`src/rtl/i420mr_ram.sv`:
```
// Generic single-port synchronous RAM with registered read data.
module i420mr_ram #(
  parameter int WIDTH = 8,
  parameter int DEPTH = 256
) (
  input  logic                     clk,
  input  logic                     en,
  input  logic                     we,
  input  logic [$clog2(DEPTH)-1:0] addr,
  input  logic [WIDTH-1:0]         wdata,
  output logic [WIDTH-1:0]         rdata
);

  logic [WIDTH-1:0] mem [DEPTH];
  logic [WIDTH-1:0] rdata_r;

  always_ff @(posedge clk) begin
    if (en) begin
      if (we) begin
        mem[addr] <= wdata;
      end else begin
        rdata_r <= mem[addr];
      end
    end
  end

  assign rdata = rdata_r;

endmodule

```
`config.mk`:
```
export PLATFORM = sky130hd
export DESIGN_NAME = i420mr_ram
export DESIGN_NICKNAME = d
export VERILOG_FILES = /design/src/rtl/i420mr_ram.sv
export SDC_FILE = /design/constraint.sdc
export NUM_CORES = 2
export LEC_CHECK = 0
export BUFFER_PORTS_ARGS = -buffer_cell sky130_fd_sc_hd__buf_2
export CORE_UTILIZATION = 30
export DETAILED_ROUTE_END_ITERATION = 12
export GPL_ROUTABILITY_DRIVEN = 1
export SLEW_MARGIN = 20
export SYNTH_ARGS = -nofsm -noshare
export SYNTH_HDL_FRONTEND = slang
export SYNTH_SLANG_ARGS = --single-unit
```
`constraint.sdc`:
```
create_clock -name clk -period 2.7 [get_ports clk]
set_input_delay 0.54 -clock clk [delete_from_list [all_inputs] [get_ports clk]]
set_output_delay 0.54 -clock clk [all_outputs]
set_load 0.01 [all_outputs]
```
==> flow_metrics.env <==
export IMPL_period_share=0.980
export IMPL_drive_above_1_share=0.357
export IMPL_track_usage=0.151
export IMPL_cp_start_kind="primary input"
export IMPL_die_area_um2=263000
export IMPL_numClockSinks=2056
export IMPL_ys_ff_latch=2056
export IMPL_crit_arrival_ns=3.19
export IMPL_h_tree_depth=4
export IMPL_nets=4237
export IMPL_core_um2=260000
export IMPL_relSlewSlack=0.433
export IMPL_grt_ovfl_total=0
export IMPL_maxCapViolations=0
export IMPL_drt_iter0_drc=4196
export IMPL_timing_final_ws_setup_ns=0.0549
export IMPL_gp_congestion=0.821
export IMPL_powerDensity_nw_per_um2=693
export IMPL_start_util=0.302
export IMPL_io_buffers=26
export IMPL_leakage_nw=29.9
export IMPL_via_count=39200
export IMPL_setup_violations=0
export IMPL_grt_pass1_vias=40000
export IMPL_avgSynthCellArea_um2=22.2
export IMPL_maxSlewViolCount=0
export IMPL_endpoint_kind="flop"
export IMPL_grt_pass1_wl_um=289000
export IMPL_tritoncts="done"
export IMPL_yosysWarnings=0
export IMPL_clockRootBuffer="clkbuf_16"
export IMPL_hold_class="primary input to flop"
export IMPL_vias_per_cell=5.04
export IMPL_rsz0062_at_grt="false"
export IMPL_yosys_area_top_type_share=0.788
export IMPL_ioPinCount=27
export IMPL_status="completed"
export IMPL_path_clk_slew_ns=0.06
export IMPL_area_growth_syn_to_layout_pct=21.5
export IMPL_final_common_cell="edfxtp_1"
export IMPL_dieHeight_um=513
export IMPL_required_ns=3.25
export IMPL_peakVddDrop_v=0.000551
export IMPL_synthTopCellsByArea="edfxtp_1 79%, mux4_2 15%, a22oi_1 2.5%"
export IMPL_worst_skew_pair_late_latency_ns=0.85
export IMPL_min_period_ns=2.65
export IMPL_synth_nets=3545
export IMPL_antenna_found_initial=11
export IMPL_post_cts_buffers=0
export IMPL_hold_ws_ns=0.0505
export IMPL_chipWidth_um=513
export IMPL_hold_viol=0
export IMPL_synth_area_leader_cell="edfxtp_1"
export IMPL_hpwl_um=127000
export IMPL_grt_max_degree=118
export IMPL_rows=187
export IMPL_max_freq_mhz=378
export IMPL_wl_um=200000
export IMPL_firstDrtPassIters=8
export IMPL_ys_seq_area_frac=0.788
export IMPL_cts_path_max_buffers=3
export IMPL_ant_nets=0
export IMPL_worst_pin_slew_ns=0.850
export IMPL_synthesis_area_um2=78400
export IMPL_synth_edf_count=2056
export IMPL_pre_cts_slack_ns=-0.994
export IMPL_crit_type="primary input to flop"
export IMPL_yosys_most_used_dff="edfxtp_1"
export IMPL_syn_inst=3526
export IMPL_crit_fanout=26
export IMPL_wl_per_cell_um=25.7
export IMPL_synth_cell_types=21
export IMPL_synthArstFlopShare=0
export IMPL_cts_made_buffers=203
export IMPL_fin_skew_ns=0.0238
export IMPL_layout_common_cells="2056 x edfxtp_1, 560 x buf_4, 512 x mux4_2"
export IMPL_drc=0
path summary, 6_finish.rpt:
kind,slack (ns),cells past startpoint,from,endpoint
hold / removal,0.05,1,wdata[0],mem[87][0]
setup / recovery,0.05,10,addr[0],rdata[3]
setup reg to reg,0.12,6,mem[126][3],rdata[3]
hold reg to reg,1.05,5,mem[49][0],rdata[0]
stage by stage:
step / power, mW / area (µm²) / util / std cells / TNS (ns)
6_report: 66.0 / 95200 / 0.367 / 7786 / 0
3_3_place_gp: 39.2 / 88700 / 0.342 / 7414 / -58.56
5_1_grt: 67.8 / 95200 / 0.367 / 7785 / 0
3_5_place_dp: 39.2 / 88700 / 0.342 / 7414 / -32.38
4_1_cts: 66.5 / 95200 / 0.367 / 7784 / 0
2_1_floorplan: 37.4 / 78500 / - / 3526 / -44.54
power by group:
part / total, mW / switching [mW] / internal (mW)
clock network: 27.5 / 11.9 / 15.6
registers: 35.2 / 0.0198 / 35.2
logic: 3.31 / 1.96 / 1.35
cells in the mapped netlist, drive strengths merged, types with 4 or more instances:
cell	count
clkbuf	143
a22oi	256
nor2	259
buf	82
nand4	8
nand3	4
a21oi	128
edfxtp	2056
o41ai	32
nand2	30
mux4	512
nor2b	7
logic make-up (layout without fill, tap and decap cells):
kind of cell,after synthesis,in the layout,share of synthesized area
AO/OA/AOI/OAI,416,416,0.0363
buffers and inverters,225,1081,0.0128
flip-flops,2056,2056,0.788
multiplexers,512,512,0.147
other,0,2,0
AND/OR/NAND/NOR,317,317,0.0161
routing by layer:
layer	wire length (µm)	vias up	global-route usage	part of all wire
met5	44	-	0	0.00022
met4	5060	6	0.0427	0.025
met3	13200	291	0.0270	0.066
met2	97300	1375	0.244	0.49
met1	84200	21100	0.207	0.42
li1	-	16400	-	-
state kept, by name, summed over array words and instances, names as in the netlist:
register and flops:
mem 2048, rdata 8
worst max-delay path, stage by stage:
cell and delay [ns]:
buf_8 0.12, buf_12 0.17, buf_12 0.28, buf_4 0.22, mux4_2 0.50, a22oi_1 0.25, a21oi_1 0.20, o41ai_4 0.56
buf_4 0.22, nand4_1 0.09
timing repair:
item	CTS	global route
hold buffers	1	0
hold endpoints to repair	15	0
gates resized for setup	4	2
endpoints found under the setup margin	3	2
pin swaps	0	0
layout make-up:
type | instances | area [µm²]
well taps | 3402 | 4260
multi-input cells | 1245 | 15900
repair buffers | 712 | 6950
clock buffers | 250 | 5280
fillers | 23500 | 165000
diodes | 2 | 5.00
clock inverters | 119 | 1130
flip-flops and latches | 2056 | 61700
(Power assumes the default switching activity.)
