### src/rtl/i420mr_pkg.sv
// Shared types and constants for the I420 frame store with mirrored reads.
package i420mr_pkg;

  // Field widths of a request and a result
  localparam int ACT_W   = 1;
  localparam int PLANE_W = 2;
  localparam int COL_W   = 8;
  localparam int ROW_W   = 7;
  localparam int MODE_W  = 2;
  localparam int PIX_W   = 8;

  // Stream widths
  localparam int IN_TDATA_W  = 32;
  localparam int IN_TUSER_W  = ACT_W + PLANE_W;
  localparam int OUT_TDATA_W = PIX_W;
  localparam int OUT_TUSER_W = 1;

  // Configuration port
  localparam int CFG_W_BITS = 9;
  localparam int CFG_H_BITS = 8;
  localparam int CFG_DATA_W = 9;
  localparam int CFG_ADDR_W = 1;

  localparam logic [CFG_ADDR_W-1:0] REG_FRAME_WIDTH  = 1'b0;
  localparam logic [CFG_ADDR_W-1:0] REG_FRAME_HEIGHT = 1'b1;

  localparam logic [CFG_W_BITS-1:0] FRAME_WIDTH_RST  = 9'd256;
  localparam logic [CFG_H_BITS-1:0] FRAME_HEIGHT_RST = 8'd128;

  // Default maximum frame size
  localparam int MAX_WIDTH_DEF  = 256;
  localparam int MAX_HEIGHT_DEF = 128;

  // Result queue depth (bounds reads in flight)
  localparam int OFIFO_DEPTH = 8;

  // Request kinds
  localparam logic [ACT_W-1:0] ACT_LOAD = 1'b0;
  localparam logic [ACT_W-1:0] ACT_READ = 1'b1;

  // Plane codes
  localparam logic [PLANE_W-1:0] PLANE_Y = 2'd0;
  localparam logic [PLANE_W-1:0] PLANE_U = 2'd1;
  localparam logic [PLANE_W-1:0] PLANE_V = 2'd2;

  // Bits of mirror_mode
  localparam int MODE_HFLIP_BIT = 0;
  localparam int MODE_VFLIP_BIT = 1;

  // Store access issued by the address mapper
  typedef struct packed {
    logic wr;      // in-range load: write the store
    logic rd;      // in-range read: read the store
    logic result;  // read request: a result is due
    logic err;     // position or plane out of range
  } acc_t;

endpackage

### src/rtl/i420mr_ofifo.sv
// Small result queue that decouples the store pipeline from the output side.
module i420mr_ofifo #(
  parameter int WIDTH = 9,
  parameter int DEPTH = i420mr_pkg::OFIFO_DEPTH
) (
  input  logic                       clk,
  input  logic                       rst_n,
  input  logic                       push,
  input  logic [WIDTH-1:0]           din,
  input  logic                       pop,
  output logic [WIDTH-1:0]           dout,
  output logic                       not_empty,
  output logic [$clog2(DEPTH+1)-1:0] count
);

  localparam int PW = $clog2(DEPTH);
  localparam int CW = $clog2(DEPTH + 1);

  logic [WIDTH-1:0] slot_r [DEPTH];
  logic [PW-1:0]    wr_ptr_r, wr_ptr_nxt;
  logic [PW-1:0]    rd_ptr_r, rd_ptr_nxt;
  logic [CW-1:0]    count_r, count_nxt;

  always_comb begin
    wr_ptr_nxt = wr_ptr_r;
    rd_ptr_nxt = rd_ptr_r;
    if (push) begin
      wr_ptr_nxt = (wr_ptr_r == PW'(DEPTH - 1)) ? '0 : wr_ptr_r + PW'(1);
    end
    if (pop) begin
      rd_ptr_nxt = (rd_ptr_r == PW'(DEPTH - 1)) ? '0 : rd_ptr_r + PW'(1);
    end
    count_nxt = count_r + CW'(push) - CW'(pop);
  end

  always_ff @(posedge clk) begin
    if (!rst_n) begin
      wr_ptr_r <= '0;
      rd_ptr_r <= '0;
      count_r  <= '0;
    end else begin
      wr_ptr_r <= wr_ptr_nxt;
      rd_ptr_r <= rd_ptr_nxt;
      count_r  <= count_nxt;
    end
  end

  always_ff @(posedge clk) begin
    if (push) begin
      slot_r[wr_ptr_r] <= din;
    end
  end

  assign dout      = slot_r[rd_ptr_r];
  assign not_empty = (count_r != '0);
  assign count     = count_r;

endmodule

### config.mk
export PLATFORM = sky130hd
export DESIGN_NAME = i420mr_ofifo
export DESIGN_NICKNAME = d
export VERILOG_FILES = /design/src/rtl/i420mr_pkg.sv /design/src/rtl/i420mr_ofifo.sv
export SDC_FILE = /design/constraint.sdc
export NUM_CORES = 1
export LEC_CHECK = 0
export BUFFER_PORTS_ARGS = -buffer_cell sky130_fd_sc_hd__buf_2
export CORE_UTILIZATION = 40
export DETAILED_ROUTE_END_ITERATION = 12
export SLEW_MARGIN = 30
export SYNTH_ARGS = -nofsm -noshare
export SYNTH_HDL_FRONTEND = slang
export SYNTH_SLANG_ARGS = --single-unit
### constraint.sdc
create_clock -name clk -period 2 [get_ports clk]
set_input_delay 0.2 -clock clk [delete_from_list [all_inputs] [get_ports clk]]
set_output_delay 0.2 -clock clk [all_outputs]
set_load 0.03 [all_outputs]
==> metrics.txt <==
Filler cells between 700 and 800; top-area cell type share of the netlist area 0.630; final net count around 250; Root Driver clkbuf_8; top post-synthesis cells by count 72 x edfxtp_1, 18 x mux4_1, 13 x dfxtp_1; Sequential Power Share 0.505; # clock sinks 85; IO Count 27; switching share of power 0.227; Initial DRC Count 83; Detailed Route WL roughly 6 mm; crit start category flip-flop; RSZ-0062 raised after global routing yes; skew final ~8.5 ps; initial core utilization 0.416; CTS buffer count 9; Worst slew margin 0.549; number of global-route vias before repair approximately 1800; syn avg cell area approximately 20 um2; largest net degree at the start of global routing 19; TritonCTS clock tree yes; Core ar. roughly 8300 um2; row count 33; Logic pwr share 0.150; total number of vias between 1500 and 2000; failing checks setup timing; Net Count, Synth between 150 and 200; First-pass DRT Iterations 4; final core utilization 0.500; Final Worst Setup Slack -98.8 ps; dominant cells by area after synthesis edfxtp_1 63%, mux4_1 14%, dfxtp_1 7.6%; worst skew pair latency around 350 ps; cell count after synthesis roughly 180; crit-path max cell delay ~490 ps; Fin. Hold Viols 0; slowest stage cell, crit path mux4_2; Port Buffers 26; outcome complete, but fails checks; Finished Layout Cells 333; first-pass GRT wire length 9.69 mm; CP endpoint kind output port; Reg clk slew, reported paths 80 ps; Net Sw Power 908 uW; vias per inst a little over 5; total chip power ~4000 uW; Seq/Total Area, Yosys 0.706; Post-synth EDFFs 72; clock share of power 0.344; main flop type after synthesis edfxtp_1; initial antenna violation count 0; cts hold-fix bufs 0; DP Cell Count between 300 and 400; Hold Crit Class in2reg; synth warn 0; worst-path cell chain buf_12, buf_16, mux4_2, mux2_4, buf_6; Max Slew Vio Count 0; die width 94.6 um; LEAKAGE roughly 0.0015 uW; Worst Tran Pin Value 676 ps; layout cell share with drive strength beyond 1 0.377; post-synthesis cell area around 3400 um2; CP arrival approximately 1900 ps; ANT cells 0; most frequent cell after synthesis edfxtp_1; Max Cap Violations 0; Tmin final roughly 2100 ps; Peak Freq about 480 MHz; Synth cell types 27; Final Cycle Share 1.05; Setup-failing EPs final 9; worst-path fanout max 5; routed length per instance 17.9 um; DRC viols 0; internal power component just over 3000 uW; CP Data Required Time 1800 ps; Post-synth ARST share 0; htree depth 3; die area approximately 9000 um2; Final Wtd Congestion slightly above 0.7; post-synth top area cell edfxtp_1; grt ovf 0; clock buffer depth 2; synthesis-stage register bit count 85; Detail Route Antenna Nets 0; kind of critical path reg2out; DIE HEIGHT 94.6 um; peak supply drop around 460 uV; hpwl dp approximately 3.5 mm; global-route usage over all layers 0.155; Synth-to-Final Area Change 20.3%; Pwr per Cell Area a little under 1000 nW/um2
logic make-up (layout without fill, tap and decap cells):
kind of cell | count (synthesis) | after routing | share of synthesized area
simple gates | 29 | 29 | 0.0434
fa+ha+maj | 10 | 10 | 0.0386
mux | 30 | 30 | 0.176
compound gates | 6 | 6 | 0.0109
xor+xnor | 1 | 1 | 0.00255
flops | 85 | 85 | 0.706
buf+inv | 14 | 67 | 0.0226
final cells by class:
class	instances	area, um2	area share
Clock inverter	5	100	0.0242
Multi-Input combinational cell	76	895	0.217
Sequential cell	85	2430	0.588
Clock buffer	10	128	0.0309
Inverter	8	30.0	0.00727
Tap cell	105	131	0.0318
Timing Repair Buffer	44	419	0.102
state kept, by name, indices dropped and copies added (netlist names), named ones only:
register and cells:
slot_r 72, count 4, rd_ptr_r 3, wr_ptr_r 3
final timing paths:
path | from | end | slack, ps | cells after the start
worst min register to register | rd_ptr_r[2] | rd_ptr_r[2] | 550 | 2
worst max register to register | count[0] | count[2] | 330 | 7
worst min-delay path | din[8] | slot_r[5][8] | 120 | 1
worst max-delay path | flip-flop | dout[5] | -100 | 5
worst max-delay path: cells and delay by family (launching register included):
family,cells,cell delay [ps]
mux,2,780
buf+inv,3,380
flops,1,390
metal layers:
metal | up-vias | wire length [um] | global-route usage
met5 | - | 0 | 0
met4 | 0 | 101 | 0.0758
met3 | 8 | 298 | 0.0306
met2 | 55 | 2880 | 0.236
met1 | 842 | 2680 | 0.214
li1 | 777 | - | -
what timing repair did:
action                     CTS  global route
resized for setup           48             1
buffers inserted             2             1
gates cloned                 3             0
setup endpoints to repair    9             9
power groups by stage:
stage	clock network [uW]	registers [uW]	logic, uW
after CTS	1420	2020	609
after floorplan	0	2100	326
after global placement	0	2060	511
after detailed placement	0	2060	515
final	1380	2020	601
after global routing	1490	2030	661
cells in the final DEF, fill, tap and decap left out:
| cell type | instances |
|---|---|
| buf_16 | 3 |
| nor3b_1 | 1 |
| a21o_1 | 1 |
| o21ai_0 | 1 |
| nand2b_1 | 4 |
| o21a_1 | 1 |
| and2_1 | 6 |
| dfxtp_4 | 1 |
| dfxtp_1 | 12 |
| clkbuf_8 | 9 |
| nand3_1 | 1 |
| buf_12 | 3 |
| mux2i_1 | 3 |
| edfxtp_1 | 72 |
| inv_1 | 8 |
| nor3_1 | 2 |
| buf_2 | 17 |
| mux4_2 | 18 |
| ha_1 | 9 |
| nand2_1 | 6 |
| buf_6 | 9 |
| fa_1 | 1 |
| xor2_1 | 1 |
| nor2b_1 | 3 |
| clkinv_2 | 2 |
| clkbuf_1 | 1 |
| nor2_1 | 6 |
| bufinv_16 | 3 |
| buf_4 | 12 |
| mux2_2 | 1 |
| mux2_4 | 8 |
| a21oi_1 | 1 |
| o22ai_1 | 2 |
per-stage QoR:
step	setup slack, ps	instance area (um2)	setup TNS (ps)	hold slack (ps)
floorplan	171	3430	0	299
global placement	240	3750	0	469
detailed placement	239	3750	0	476
CTS	-132	4110	-977	105
global route	-178	4130	-1460	112
finish	-98.8	4130	-769	121
Note: power is estimated with default switching activity, not from simulation.
