==> config.mk <==
export PLATFORM = sky130hd
export DESIGN_NAME = i420mr_map
export DESIGN_NICKNAME = d
export VERILOG_FILES = /design/src/rtl/i420mr_pkg.sv /design/src/rtl/i420mr_map.sv
export SDC_FILE = /design/constraint.sdc
export NUM_CORES = 1
export LEC_CHECK = 0
export BUFFER_PORTS_ARGS = -buffer_cell sky130_fd_sc_hd__buf_2
export CORE_MARGIN = 4
export CORE_UTILIZATION = 47
export DETAILED_ROUTE_END_ITERATION = 6
export PLACE_DENSITY = 0.79
export SYNTH_ARGS = -nofsm -noshare
export SYNTH_HDL_FRONTEND = slang
export SYNTH_SLANG_ARGS = --single-unit
==> constraint.sdc <==
create_clock -name clk -period 4.92 [get_ports clk]
set_input_delay 0.246 -clock clk [delete_from_list [all_inputs] [get_ports clk]]
set_output_delay 0.246 -clock clk [all_outputs]
set_load 0.05 [all_outputs]
==> src/rtl/i420mr_pkg.sv <==
// Shared types and constants for the I420 frame store with mirrored reads.
package i420mr_pkg;

  // Field widths of a request and a result
  localparam int ACT_W   = 1;
  localparam int PLANE_W = 2;
  localparam int COL_W   = 8;
  localparam int ROW_W   = 7;
  localparam int MODE_W  = 2;
  localparam int PIX_W   = 8;

  // Stream widths
  localparam int IN_TDATA_W  = 32;
  localparam int IN_TUSER_W  = ACT_W + PLANE_W;
  localparam int OUT_TDATA_W = PIX_W;
  localparam int OUT_TUSER_W = 1;

  // Configuration port
  localparam int CFG_W_BITS = 9;
  localparam int CFG_H_BITS = 8;
  localparam int CFG_DATA_W = 9;
  localparam int CFG_ADDR_W = 1;

  localparam logic [CFG_ADDR_W-1:0] REG_FRAME_WIDTH  = 1'b0;
  localparam logic [CFG_ADDR_W-1:0] REG_FRAME_HEIGHT = 1'b1;

  localparam logic [CFG_W_BITS-1:0] FRAME_WIDTH_RST  = 9'd256;
  localparam logic [CFG_H_BITS-1:0] FRAME_HEIGHT_RST = 8'd128;

  // Default maximum frame size
  localparam int MAX_WIDTH_DEF  = 256;
  localparam int MAX_HEIGHT_DEF = 128;

  // Result queue depth (bounds reads in flight)
  localparam int OFIFO_DEPTH = 8;

  // Request kinds
  localparam logic [ACT_W-1:0] ACT_LOAD = 1'b0;
  localparam logic [ACT_W-1:0] ACT_READ = 1'b1;

  // Plane codes
  localparam logic [PLANE_W-1:0] PLANE_Y = 2'd0;
  localparam logic [PLANE_W-1:0] PLANE_U = 2'd1;
  localparam logic [PLANE_W-1:0] PLANE_V = 2'd2;

  // Bits of mirror_mode
  localparam int MODE_HFLIP_BIT = 0;
  localparam int MODE_VFLIP_BIT = 1;

  // Store access issued by the address mapper
  typedef struct packed {
    logic wr;      // in-range load: write the store
    logic rd;      // in-range read: read the store
    logic result;  // read request: a result is due
    logic err;     // position or plane out of range
  } acc_t;

endpackage

==> src/rtl/i420mr_map.sv <==
// Two-stage address mapper: range check and mirroring, then packed store address.
module i420mr_map #(
  parameter int MAX_WIDTH  = i420mr_pkg::MAX_WIDTH_DEF,
  parameter int MAX_HEIGHT = i420mr_pkg::MAX_HEIGHT_DEF,
  parameter int WW         = $clog2(MAX_WIDTH + 1),
  parameter int HW         = $clog2(MAX_HEIGHT + 1),
  parameter int AW         = $clog2(MAX_WIDTH * MAX_HEIGHT * 3 / 2)
) (
  input  logic                           clk,
  input  logic                           rst_n,
  input  logic                           req_vld,
  input  logic [i420mr_pkg::ACT_W-1:0]   action,
  input  logic [i420mr_pkg::PLANE_W-1:0] plane,
  input  logic [i420mr_pkg::COL_W-1:0]   column,
  input  logic [i420mr_pkg::ROW_W-1:0]   row,
  input  logic [i420mr_pkg::MODE_W-1:0]  mirror_mode,
  input  logic [i420mr_pkg::PIX_W-1:0]   pixel_in,
  input  logic [WW-1:0]                  eff_w,
  input  logic [HW-1:0]                  eff_h,
  input  logic [AW-1:0]                  base_u,
  input  logic [AW-1:0]                  base_v,
  output i420mr_pkg::acc_t               acc,
  output logic [AW-1:0]                  ram_addr,
  output logic [i420mr_pkg::PIX_W-1:0]   ram_wdata
);
  import i420mr_pkg::*;

  localparam int CCW = (WW > COL_W) ? WW : COL_W;
  localparam int RCW = (HW > ROW_W) ? HW : ROW_W;

  // Stage 1: raw request
  logic               s1_vld_r;
  logic [ACT_W-1:0]   s1_act_r;
  logic [PLANE_W-1:0] s1_plane_r;
  logic [COL_W-1:0]   s1_col_r;
  logic [ROW_W-1:0]   s1_row_r;
  logic [MODE_W-1:0]  s1_mode_r;
  logic [PIX_W-1:0]   s1_pix_r;

  // Stage 2: mapped source position
  logic               s2_vld_r;
  logic [ACT_W-1:0]   s2_act_r;
  logic               s2_ok_r;
  logic [PLANE_W-1:0] s2_plane_r;
  logic [CCW-1:0]     s2_sx_r;
  logic [RCW-1:0]     s2_sy_r;
  logic [WW-1:0]      s2_pw_r;
  logic [PIX_W-1:0]   s2_pix_r;

  logic [WW-1:0]     pw;
  logic [HW-1:0]     ph;
  logic [CCW-1:0]    col_x;
  logic [RCW-1:0]    row_x;
  logic [MODE_W-1:0] mode_eff;
  logic              plane_ok;
  logic              pos_ok;
  logic [CCW-1:0]    sx;
  logic [RCW-1:0]    sy;

  always_comb begin
    plane_ok = s1_plane_r inside {PLANE_Y, PLANE_U, PLANE_V};
    if (s1_plane_r == PLANE_Y) begin
      pw = eff_w;
      ph = eff_h;
    end else begin
      pw = eff_w >> 1;
      ph = eff_h >> 1;
    end
    col_x    = CCW'(s1_col_r);
    row_x    = RCW'(s1_row_r);
    pos_ok   = (col_x < CCW'(pw)) && (row_x < RCW'(ph));
    // loads always land at the plain position
    mode_eff = (s1_act_r == ACT_READ) ? s1_mode_r : '0;
    sx = mode_eff[MODE_HFLIP_BIT] ? (CCW'(pw) - CCW'(1) - col_x) : col_x;
    sy = mode_eff[MODE_VFLIP_BIT] ? (RCW'(ph) - RCW'(1) - row_x) : row_x;
  end

  always_ff @(posedge clk) begin
    if (!rst_n) begin
      s1_vld_r <= 1'b0;
      s2_vld_r <= 1'b0;
    end else begin
      s1_vld_r <= req_vld;
      s2_vld_r <= s1_vld_r;
    end
  end

  always_ff @(posedge clk) begin
    if (req_vld) begin
      s1_act_r   <= action;
      s1_plane_r <= plane;
      s1_col_r   <= column;
      s1_row_r   <= row;
      s1_mode_r  <= mirror_mode;
      s1_pix_r   <= pixel_in;
    end
    s2_act_r   <= s1_act_r;
    s2_ok_r    <= plane_ok && pos_ok;
    s2_plane_r <= s1_plane_r;
    s2_sx_r    <= sx;
    s2_sy_r    <= sy;
    s2_pw_r    <= pw;
    s2_pix_r   <= s1_pix_r;
  end

  // Packed address: plane base + row * plane width + column
  logic [AW-1:0]       base;
  logic [RCW+WW-1:0]   row_off;

  always_comb begin
    case (s2_plane_r)
      PLANE_U: base = base_u;
      PLANE_V: base = base_v;
      default: base = '0;
    endcase
    row_off  = (RCW+WW)'(s2_sy_r) * (RCW+WW)'(s2_pw_r);
    ram_addr = base + AW'(row_off) + AW'(s2_sx_r);
  end

  assign ram_wdata  = s2_pix_r;
  assign acc.wr     = s2_vld_r && (s2_act_r == ACT_LOAD) && s2_ok_r;
  assign acc.rd     = s2_vld_r && (s2_act_r == ACT_READ) && s2_ok_r;
  assign acc.result = s2_vld_r && (s2_act_r == ACT_READ);
  assign acc.err    = !s2_ok_r;

endmodule

==> impl_metrics.csv, run 1 <==
group,metric,value,unit
clocking,clockRootBuffer,"clkbuf_16",
setup_path,startpoint_type,"register",
setup_path,worstPathCellList,"and2_4 -> fa_1 -> inv_1 -> fa_1 -> inv_1 -> fa_2 -> fa_1 -> fa_1 -> ha_4 -> a211o_1 -> o22a_2 -> buf_6 -> a41o_1 -> a21oi_2 -> xnor2_2 -> buf_6",
sta,fin_skew,0.00364,ns
drt,routed_wl,13.6,mm
logic_synthesis,seq_area_frac_synth,26.7,%
drt,vias_per_cell,4.87,
drt,drt-wirelength-per-cell,14.2,um
floorplanning,ios,108,
logic_synthesis,yosysWarnings,0,
clocking,cts_sinks,68,
global_route,antenna_found_initial,0,
logic_synthesis,netlist_top_cells_count,"112 x inv_1, 75 x ha_1, 64 x fa_1",
drt,drc,0,
global_route,grt_max_degree,30,
worst_hold_path,hp-class,"in2reg",
clocking,cts_tree,"done",
floorplanning,initial_utilization,48.3,%
global_route,grt-ovfl-total,0,
setup_path,r2r_slack,2.11,ns
floorplanning,die_area,15000,um^2
logic_synthesis,synth.area.top_cells,"fa_1 21%, ha_1 15%, edfxtp_1 14%",
sta,slew_viol_final,0,
clocking,h-tree-depth,3,
sta,finalCritPeriodShare,106,%
logic_synthesis,synth-edff-count,28,
logic_synthesis,synth_top_cell_by_area,"fa_1",
floorplanning,rows,41,
cells_and_area,area_delta_synth_final,30.1,%
setup_path,rr_endpoint,"s2_sy_r[7]",
logic_synthesis,synth-main-ff-cell,"dfxtp_1",
setup_path,arrival,4.98,ns
setup_path,max_stage_delay,0.57,ns
cells_and_area,stdcell_area,7990,um^2
sta,slew_headroom,59.2,%
global_route,grt_pass1_wl,22.7,mm
logic_synthesis,synth-seq-cells,68,
sta,tightest_slew,0.613,ns
outcome,outcome,"finished, violations left",
floorplanning,die-width,122,um
cells_and_area,antenna_cells,0,
logic_synthesis,yosysTopAreaCellShare,20.9,%
worst_hold_path,hold_path_depth,1,
logic_synthesis,synthMostInstantiatedCell,"inv_1",
place,dp_cells,937,
drt,first_pass_iters,4,
place,io_buffers,107,
flow_run,maxCapViolCount,0,
cells_and_area,layout.cells.non_filler,957,
logic_synthesis,yosysUniqueCellTypes,45,
clocking,clk_pin_slew_worst_paths,0.05,ns
setup_path,crit_type,"reg2out",
sta,rsz0062_at_grt,"true",
clocking,cts_hold_buf,0,
drt,vias,4657,
setup_path,r2r_cells,10,
drt,antenna_left,0,
floorplanning,core_area,12700,um^2
setup_path,path_max_fanout,4,
setup_path,cpMaxStageDelayCell,"fa_1",
clocking,cts_buffers,9,
place,gp_congestion,0.862,
floorplanning,die_y,122,um
logic_synthesis,syn_nets,844,
cells_and_area,nets,999,
clocking,cts_buffer_depth,2,
global_route,grt_pass1_vias,5165,
place,dpl-instance-area,7250,um^2
setup_path,worstPathRequired,4.67,ns
setup_path,crit_top_cell,"fa_1",
logic_synthesis,async_flop_share,0,%
drt,initialDrtViolationCount,237,
cells_and_area,layout-drive-gt1-share,33.4,%
place,hpwl,10.8,mm
sta,setup_ws,-0.307,ns
sta,layout_min_cycle_time,5.23,ns
logic_synthesis,avgSynthCellArea,9.83,um^2
logic_synthesis,syn_inst,625,
worst_hold_path,min_to,"s1_row_r[2]",
clocking,clk_latency,0.32,ns
sta,setup_viol,8,
cells_and_area,final_util,62.8,%
global_route,grtUsageTotal,18.8,%
setup_path,cp-end-kind,"output port",
logic_synthesis,netlist_area,6140,um^2
outcome,violations,"negative setup slack",
setup_path,r2r-start,"s1_plane_r[1]",
sta,fmax,191,MHz
worst_hold_path,worst_hold_startpoint,"row[2]",
sta,hold_viol_final,0,
[worst max-delay path, delay by kind of cell (launching register included)]
family | cells | cell delay (ns)
adder cells (fa/ha/maj) | 6 | 2.77
AO/OA/AOI/OAI | 4 | 0.86
buffers and inverters | 4 | 0.40
flip-flops | 1 | 0.33
AND/OR/NAND/NOR | 1 | 0.16
XOR/XNOR | 1 | 0.14
[per-stage QoR]
stage               hold WS, ns  setup slack, ns  setup TNS [ns]
finish                   0.0965           -0.307           -1.68
global route             0.0902           -0.458           -2.85
CTS                      0.0849           -0.332           -1.44
detailed placement        0.328           -0.285           -1.04
global placement          0.326           -0.236          -0.669
floorplan                 0.323           -0.220          -0.454
[routing by layer]
metal  share of wire, %  global-route usage (%)
met1                 42                    22.9
met2                 51                    33.9
met3                5.4                    2.58
met4                1.5                    6.86
met5                  0                       0
[placed cells by master, fill, tap and decap left out, types with 5 or more instances in the layout]
master	synthesis	final
ha_1	75	63
a22oi_1	16	16
buf_6	1	12
a21oi_1	15	10
clkbuf_16	0	9
nor3_1	8	8
edfxtp_1	28	28
o21a_1	9	9
mux2_2	17	17
ha_4	0	12
nor2b_1	6	6
fa_1	64	61
buf_2	1	97
dfxtp_2	0	12
and2_4	0	5
a21o_1	6	6
or2_2	5	5
nor2_1	28	25
buf_4	0	47
o21ai_0	25	22
dfxtp_1	40	25
xor2_1	11	8
xnor2_1	16	11
and2_1	41	36
inv_1	112	108
nand2_1	59	56
[layout make-up]
| class | instances | area (um^2) |
|---|---|---|
| repair buffers | 156 | 973 |
| clock buffers | 9 | 225 |
| flip-flops and latches | 68 | 1670 |
| fillers | 984 | 4730 |
| multi-input cells | 433 | 4380 |
| inverters | 112 | 420 |
| well taps | 172 | 215 |
| clock inverters | 7 | 115 |
[worst max path at each step]
| stage | from | end | slack, ns | depth (start not counted) |
|---|---|---|---|---|
| 4_1_cts | s2_pw_r[3] | ram_addr[12] | -0.33 | 15 |
| 6_report | s2_pw_r[3] | ram_addr[14] | -0.31 | 16 |
| 2_1_floorplan | s2_sy_r[7] | ram_addr[15] | -0.22 | 17 |
| 5_1_grt | s2_pw_r[6] | ram_addr[14] | -0.46 | 16 |
| 3_5_place_dp | s2_pw_r[4] | ram_addr[15] | -0.29 | 17 |
| 3_3_place_gp | s2_pw_r[4] | ram_addr[15] | -0.24 | 17 |
[sequential cells by signal (all words and copies together) (netlist names)]
register    flops
s1_plane_r      2
s2_sy_r         8
s1_mode_r       2
ram_wdata       8
s1_pix_r        8
s2_pw_r         9
s1_act_r        1
s1_row_r        7
s2_sx_r         9
s2_plane_r      2
s2_vld_r        1
s2_ok_r         1
s1_col_r        8
s1_vld_r        1
s2_act_r        1
[cell families after synthesis]
group / after synthesis / share of synthesized area (%)
AND/OR/NAND/NOR: 154 / 11.9
buffers and inverters: 124 / 7.72
AO/OA/AOI/OAI: 96 / 10.5
XOR/XNOR: 27 / 3.85
multiplexers: 17 / 3.12
flip-flops: 68 / 26.7
adder cells (fa/ha/maj): 139 / 36.1
[repair_timing]
action                                  in CTS  in global routing
gates resized for setup                     55                 39
endpoints found under the setup margin      10                 10
setup buffers                                3                  2
pin swaps                                   39                 24
Power of run 1 is not shown: default switching activity piles up to over one toggle a cycle in this logic, so the estimate is an artifact.
==> inputs of run 2 (changes only) <==
CORE_ASPECT_RATIO = 0.6   (was default)
REMOVE_ABC_BUFFERS = 1   (was default)
==> run 2 against run 1 <==
- the run still ends with negative setup slack left
- via count up 1.4%
- global-route usage up 0.91 points
- sequential share of layout area up 0.49 points
- worst hold slack worse by 0.012 ns
- design area down 1.9%
- fmax down 1.5%
- first-iteration DRC count down 14%
- non-clock buffer count up 1
- register-to-register slack worse by 0.17 ns
- clock skew up 0.0039 ns
- die area up 0.40%
- flip-flop and latch count unchanged
==> impl_metrics.csv, run 2 (synthesis results as in run 1) <==
group,metric,value,unit
clocking,clk_pin_slew_worst_paths,0.06,ns
drt,initialDrtViolationCount,204,
setup_path,worstPathRequired,4.67,ns
sta,fin_skew,0.00754,ns
clocking,clockRootBuffer,"clkbuf_16",
outcome,outcome,"finished, violations left",
cells_and_area,final_cell_mix,"109 x inv_1, 98 x buf_2, 67 x ha_1",
drt,drt-wirelength-per-cell,14.5,um
place,io_buffers,107,
setup_path,cpMaxStageDelayCell,"fa_1",
sta,setup_viol,7,
floorplanning,ios,108,
sta,tightest_slew,0.650,ns
place,hpwl,10.8,mm
global_route,grt_max_degree,30,
setup_path,startpoint_type,"register",
drt,drc,0,
clocking,cts_buffer_depth,2,
global_route,grt-ovfl-total,0,
global_route,grt_pass1_wl,23.3,mm
clocking,cts_sinks,68,
cells_and_area,layout-drive-gt1-share,30.9,%
setup_path,path_depth,15,
cells_and_area,multi_input_area,4230,um^2
clocking,h-tree-depth,3,
floorplanning,core_area,12800,um^2
setup_path,crit_top_cell,"fa_1",
sta,rsz0062_at_grt,"true",
cells_and_area,nets,1000,
clocking,cts_hold_buf,0,
setup_path,path_max_fanout,4,
floorplanning,die_y,96.6,um
floorplanning,die_area,15000,um^2
clocking,cts_tree,"done",
cells_and_area,stdcell_area,7840,um^2
clocking,clk_latency,0.34,ns
floorplanning,die-width,156,um
drt,antenna_left,0,
cells_and_area,register_area,1670,um^2
worst_hold_path,hold_path_depth,1,
sta,layout_min_cycle_time,5.30,ns
setup_path,path_delay_family,"adder cells",
setup_path,r2r_cells,10,
clocking,cts_buffers,9,
cells_and_area,nFillCells,1084,
sta,finalCritPeriodShare,108,%
place,pre_cts_ws,-0.333,ns
cells_and_area,final_util,61.2,%
setup_path,arrival,5.06,ns
place,dpl-instance-area,7160,um^2
cells_and_area,area_delta_synth_final,27.6,%
global_route,grt_pass1_vias,4791,
global_route,antenna_found_initial,0,
sta,slew_viol_final,0,
setup_path,worst-path-buf-inv,3,
floorplanning,initial_utilization,47.9,%
drt,vias,4722,
flow_run,maxCapViolCount,0,
global_route,grtUsageTotal,19.7,%
drt,first_pass_iters,5,
floorplanning,rows,32,
worst_hold_path,hp-class,"in2reg",
cells_and_area,antenna_cells,0,
setup_path,crit_type,"reg2out",
setup_path,worstPathCellList,"and2_4 -> fa_1 -> inv_1 -> fa_1 -> inv_1 -> fa_2 -> fa_1 -> fa_1 -> ha_4 -> a211o_1 -> o22a_2 -> a21o_1 -> a221o_1 -> xnor2_1 -> buf_4",
cells_and_area,reg_top3,"s2_pw_r x9, s2_sx_r x9",
outcome,violations,"negative setup slack",
cells_and_area,final_common_cell,"inv_1",
sta,slew_headroom,56.7,%
setup_path,cp-end-kind,"output port",
drt,routed_wl,13.8,mm
drt,vias_per_cell,4.94,
sta,setup_ws,-0.384,ns
place,gp_congestion,0.890,
setup_path,max_stage_delay,0.60,ns
sta,fmax,189,MHz
sta,hold_viol_final,0,
==> run 2: cell count changes in the layout (fill, tap and decap cells not counted), moves of 4 or more <==
cell	previous run	this run
ha_1	63	67
dfxtp_2	12	5
ha_4	12	8
xnor2_1	11	15
dfxtp_4	3	7
==> run 2: area by class of cell <==
type,count,area share [%]
multi-input cells,433,54.0
clock inverters,5,0.670
well taps,170,2.71
flip-flops and latches,68,21.3
inverters,112,5.36
repair buffers,157,12.4
clock buffers,11,3.51
==> run 2: metrics by stage <==
| stage | instances | hold slack (ns) | TNS [ns] |
|---|---|---|---|
| 5_1_grt | 956 | 0.0663 | -3.19 |
| 6_report | 956 | 0.0844 | -1.76 |
| 2_1_floorplan | 613 | 0.323 | -1.74 |
| 3_3_place_gp | 933 | 0.324 | -0.917 |
| 3_5_place_dp | 933 | 0.327 | -1.22 |
| 4_1_cts | 952 | 0.0724 | -1.37 |
==> run 2: worst reg2reg max path: stages (launching register included) <==
cell and delay (ns):
edfxtp_1 0.48, nor2_1 0.14, buf_4 0.26, mux2_2 0.45, ha_1 0.30, a21o_1 0.18
a21oi_1 0.28, o21ai_0 0.18, a31oi_1 0.27, xor2_1 0.21, o21ai_0 0.09
==> run 2: final timing paths <==
kind	start	endpoint	slack, ns
min	plane[1]	s1_plane_r[1]	0.08
max reg2reg	s1_plane_r[1]	s2_sx_r[7]	1.94
max	s2_pw_r[5]	ram_addr[12]	-0.38
min reg2reg	s1_pix_r[1]	ram_wdata[1]	0.34
==> run 2: layer usage <==
layer / GRT usage (%) / vias up / wire [um]
li1: - / 2340 / -
met5: 0 / - / 0
met1: 28.1 / 2247 / 6590
met2: 31.4 / 127 / 6160
met3: 4.85 / 8 / 1010
met4: 3.06 / 0 / 68
==> run 2: repair_timing <==
action / in CTS / in global routing
setup endpoints to repair: 9 / 9
pin swaps: 39 / 10
resized for setup: 58 / 23
buffers inserted: 3 / 4
Power of run 2 is left out for the same reason.
==> inputs of run 3 (changes only) <==
ABC_AREA = 1   (was default)
PLACE_DENSITY = 0.78   (was 0.79)
==> run 3 against run 2 <==
- the run now ends clean
- utilization is 1.4 points lower
- fmax is 8.8% higher
- register-to-register slack better by 0.19 ns
- global-route usage is 0.79 points higher
- first-iteration DRC count is 92% higher
- die area is 8.5% higher
- via count is 23% higher
- final cell count is 23% higher
- sequential share of layout area is 0.95 points lower
- synthesized cell count is 37% higher
==> impl_metrics.csv, run 3 <==
group,metric,value,unit
sta,hold_viol_final,0,
global_route,grt_max_degree,30,
logic_synthesis,yosysWarnings,0,
setup_path,startpoint_type,"register",
cells_and_area,reg_top3,"s2_pw_r x9, s2_sx_r x9",
place,hpwl,13.1,mm
floorplanning,die_y,101,um
global_route,antenna_found_initial,0,
floorplanning,initial_utilization,48.6,%
sta,fmax,205,MHz
floorplanning,rows,33,
worst_hold_path,hp-class,"in2reg",
cells_and_area,final_common_cell,"nand2_1",
sta,slew_viol_final,0,
logic_synthesis,syn_inst,855,
cells_and_area,stdcell_area,8240,um^2
drt,vias_per_cell,4.92,
setup_path,r2r_cells,12,
sta,tightest_slew,0.667,ns
flow_run,maxCapViolCount,0,
logic_synthesis,yosysUniqueCellTypes,37,
setup_path,crit_type,"reg2out",
setup_path,cp-end-kind,"output port",
sta,setup_viol,0,
sta,tns,0,ns
logic_synthesis,synth-seq-cells,68,
drt,vias,5788,
setup_path,path_max_fanout,6,
logic_synthesis,yosysTopAreaCellShare,19.1,%
drt,drt-wirelength-per-cell,14.0,um
sta,rsz0062_at_grt,"true",
logic_synthesis,netlist_area,6700,um^2
cells_and_area,nets,1198,
drt,first_pass_iters,5,
sta,layout_min_cycle_time,4.87,ns
cells_and_area,multi_input_area,4440,um^2
place,gp_congestion,0.945,
global_route,grt_pass1_vias,5601,
setup_path,worstPathRequired,4.67,ns
cells_and_area,register_area,1680,um^2
logic_synthesis,synth-main-ff-cell,"dfxtp_1",
cells_and_area,area_delta_synth_final,23.0,%
drt,routed_wl,16.5,mm
floorplanning,core_area,13800,um^2
sta,slew_headroom,55.4,%
outcome,outcome,"completed",
clocking,cts_sinks,68,
clocking,cts_buffers,9,
drt,drc,0,
sta,fin_skew,0.00461,ns
worst_hold_path,hold_path_depth,1,
clocking,cts_tree,"done",
global_route,grt-ovfl-total,0,
place,io_buffers,107,
clocking,clockRootBuffer,"clkbuf_16",
floorplanning,die_area,16300,um^2
logic_synthesis,avgSynthCellArea,7.84,um^2
logic_synthesis,synth.area.top_cells,"fa_1 19%, ha_1 14%, nand2_1 13%",
drt,initialDrtViolationCount,391,
cells_and_area,layout-drive-gt1-share,24.9,%
cells_and_area,nFillCells,1228,
logic_synthesis,synth_top_cell_by_area,"fa_1",
global_route,grt_pass1_wl,26.8,mm
floorplanning,die-width,162,um
logic_synthesis,synth-edff-count,28,
clocking,cts_buffer_depth,2,
floorplanning,ios,108,
setup_path,arrival,4.63,ns
logic_synthesis,synthMostInstantiatedCell,"nand2_1",
clocking,h-tree-depth,3,
place,dpl-instance-area,7520,um^2
cells_and_area,antenna_cells,0,
logic_synthesis,netlist_top_cells_count,"240 x nand2_1, 193 x inv_1, 75 x ha_1",
sta,finalCritPeriodShare,99.1,%
global_route,grtUsageTotal,20.5,%
cells_and_area,final_util,59.8,%
logic_synthesis,async_flop_share,0,%
drt,antenna_left,0,
logic_synthesis,seq_area_frac_synth,24.5,%
sta,whs,0.0841,ns
clocking,clk_latency,0.33,ns
clocking,clk_pin_slew_worst_paths,0.06,ns
cells_and_area,final_cell_mix,"222 x nand2_1, 186 x inv_1, 98 x buf_2",
## run 3: changes by cell type in the layout (fill, tap and decap cells not counted), sizes merged, moves of 7 or more
cell / before / now
nand3: 2 / 39
a22oi: 16 / 0
a21oi: 15 / 37
xnor2: 16 / 3
nand4: 0 / 12
o21a: 9 / 2
buf: 157 / 141
nand2: 59 / 242
mux2: 17 / 0
inv: 114 / 197
and2: 41 / 1
## run 3: cell type report
class | count | area share [%]
Timing Repair Buffer | 141 | 10.2
Inverter | 196 | 8.93
Tap cell | 192 | 2.91
Multi-Input combinational cell | 563 | 53.9
Clock inverter | 6 | 0.759
Clock buffer | 10 | 2.90
Sequential cell | 68 | 20.4
## run 3: per-layer routing
layer	wire length (um)	GRT usage [%]
met2	6950	30.1
met1	8060	30.9
met3	1340	5.80
met5	0	0
met4	104	3.05
## run 3: logic make-up (layout without fill, tap and decap cells)
group / after synthesis / count (layout) / synth area share (%)
AO/OA/AOI/OAI: 80 / 80 / 7.33
flip-flops: 68 / 68 / 24.5
buffers and inverters: 224 / 353 / 13.2
AND/OR/NAND/NOR: 335 / 335 / 20.7
XOR/XNOR: 9 / 9 / 1.18
adder cells (fa/ha/maj): 139 / 139 / 33.1
## run 3: worst max-delay path: stages (launching register included)
cell	delay (ns)
dfxtp_4	0.37
buf_4	0.15
nand2_1	0.05
inv_1	0.05
fa_1	0.52
inv_1	0.05
fa_1	0.46
fa_1	0.56
inv_1	0.07
fa_1	0.60
ha_4	0.23
ha_4	0.27
nand2_1	0.13
inv_1	0.07
nand2_2	0.07
nand2_2	0.05
a21oi_2	0.19
nand2_4	0.08
inv_2	0.05
nand2_1	0.04
nand2_1	0.07
buf_6	0.16
## run 3: path summary, 6_finish.rpt
path / end / slack, ns / startpoint
worst min-delay path: s1_row_r[5] / 0.08 / row[5]
worst max-delay path: ram_addr[15] / 0.05 / s2_sy_r[4]
worst max register to register: s2_sx_r[8] / 2.13 / s1_plane_r[1]
worst min register to register: ram_wdata[0] / 0.34 / s1_pix_r[0]
## run 3: what timing repair did
action                                  CTS  global route
endpoints found under the setup margin   11            11
hold endpoints to repair                  0             0
pin swaps                                 4            38
hold buffers                              0             0
setup buffers                             1             8
resized for setup                        35            67
## run 3: per-stage QoR
step / setup WS, ns / std cells
detailed placement: -0.0281 / 1151
global placement: 0.102 / 1151
global route: -0.116 / 1176
finish: 0.0458 / 1176
CTS: -0.0130 / 1168
floorplan: -0.0493 / 827
Power of run 3 is left out for the same reason.
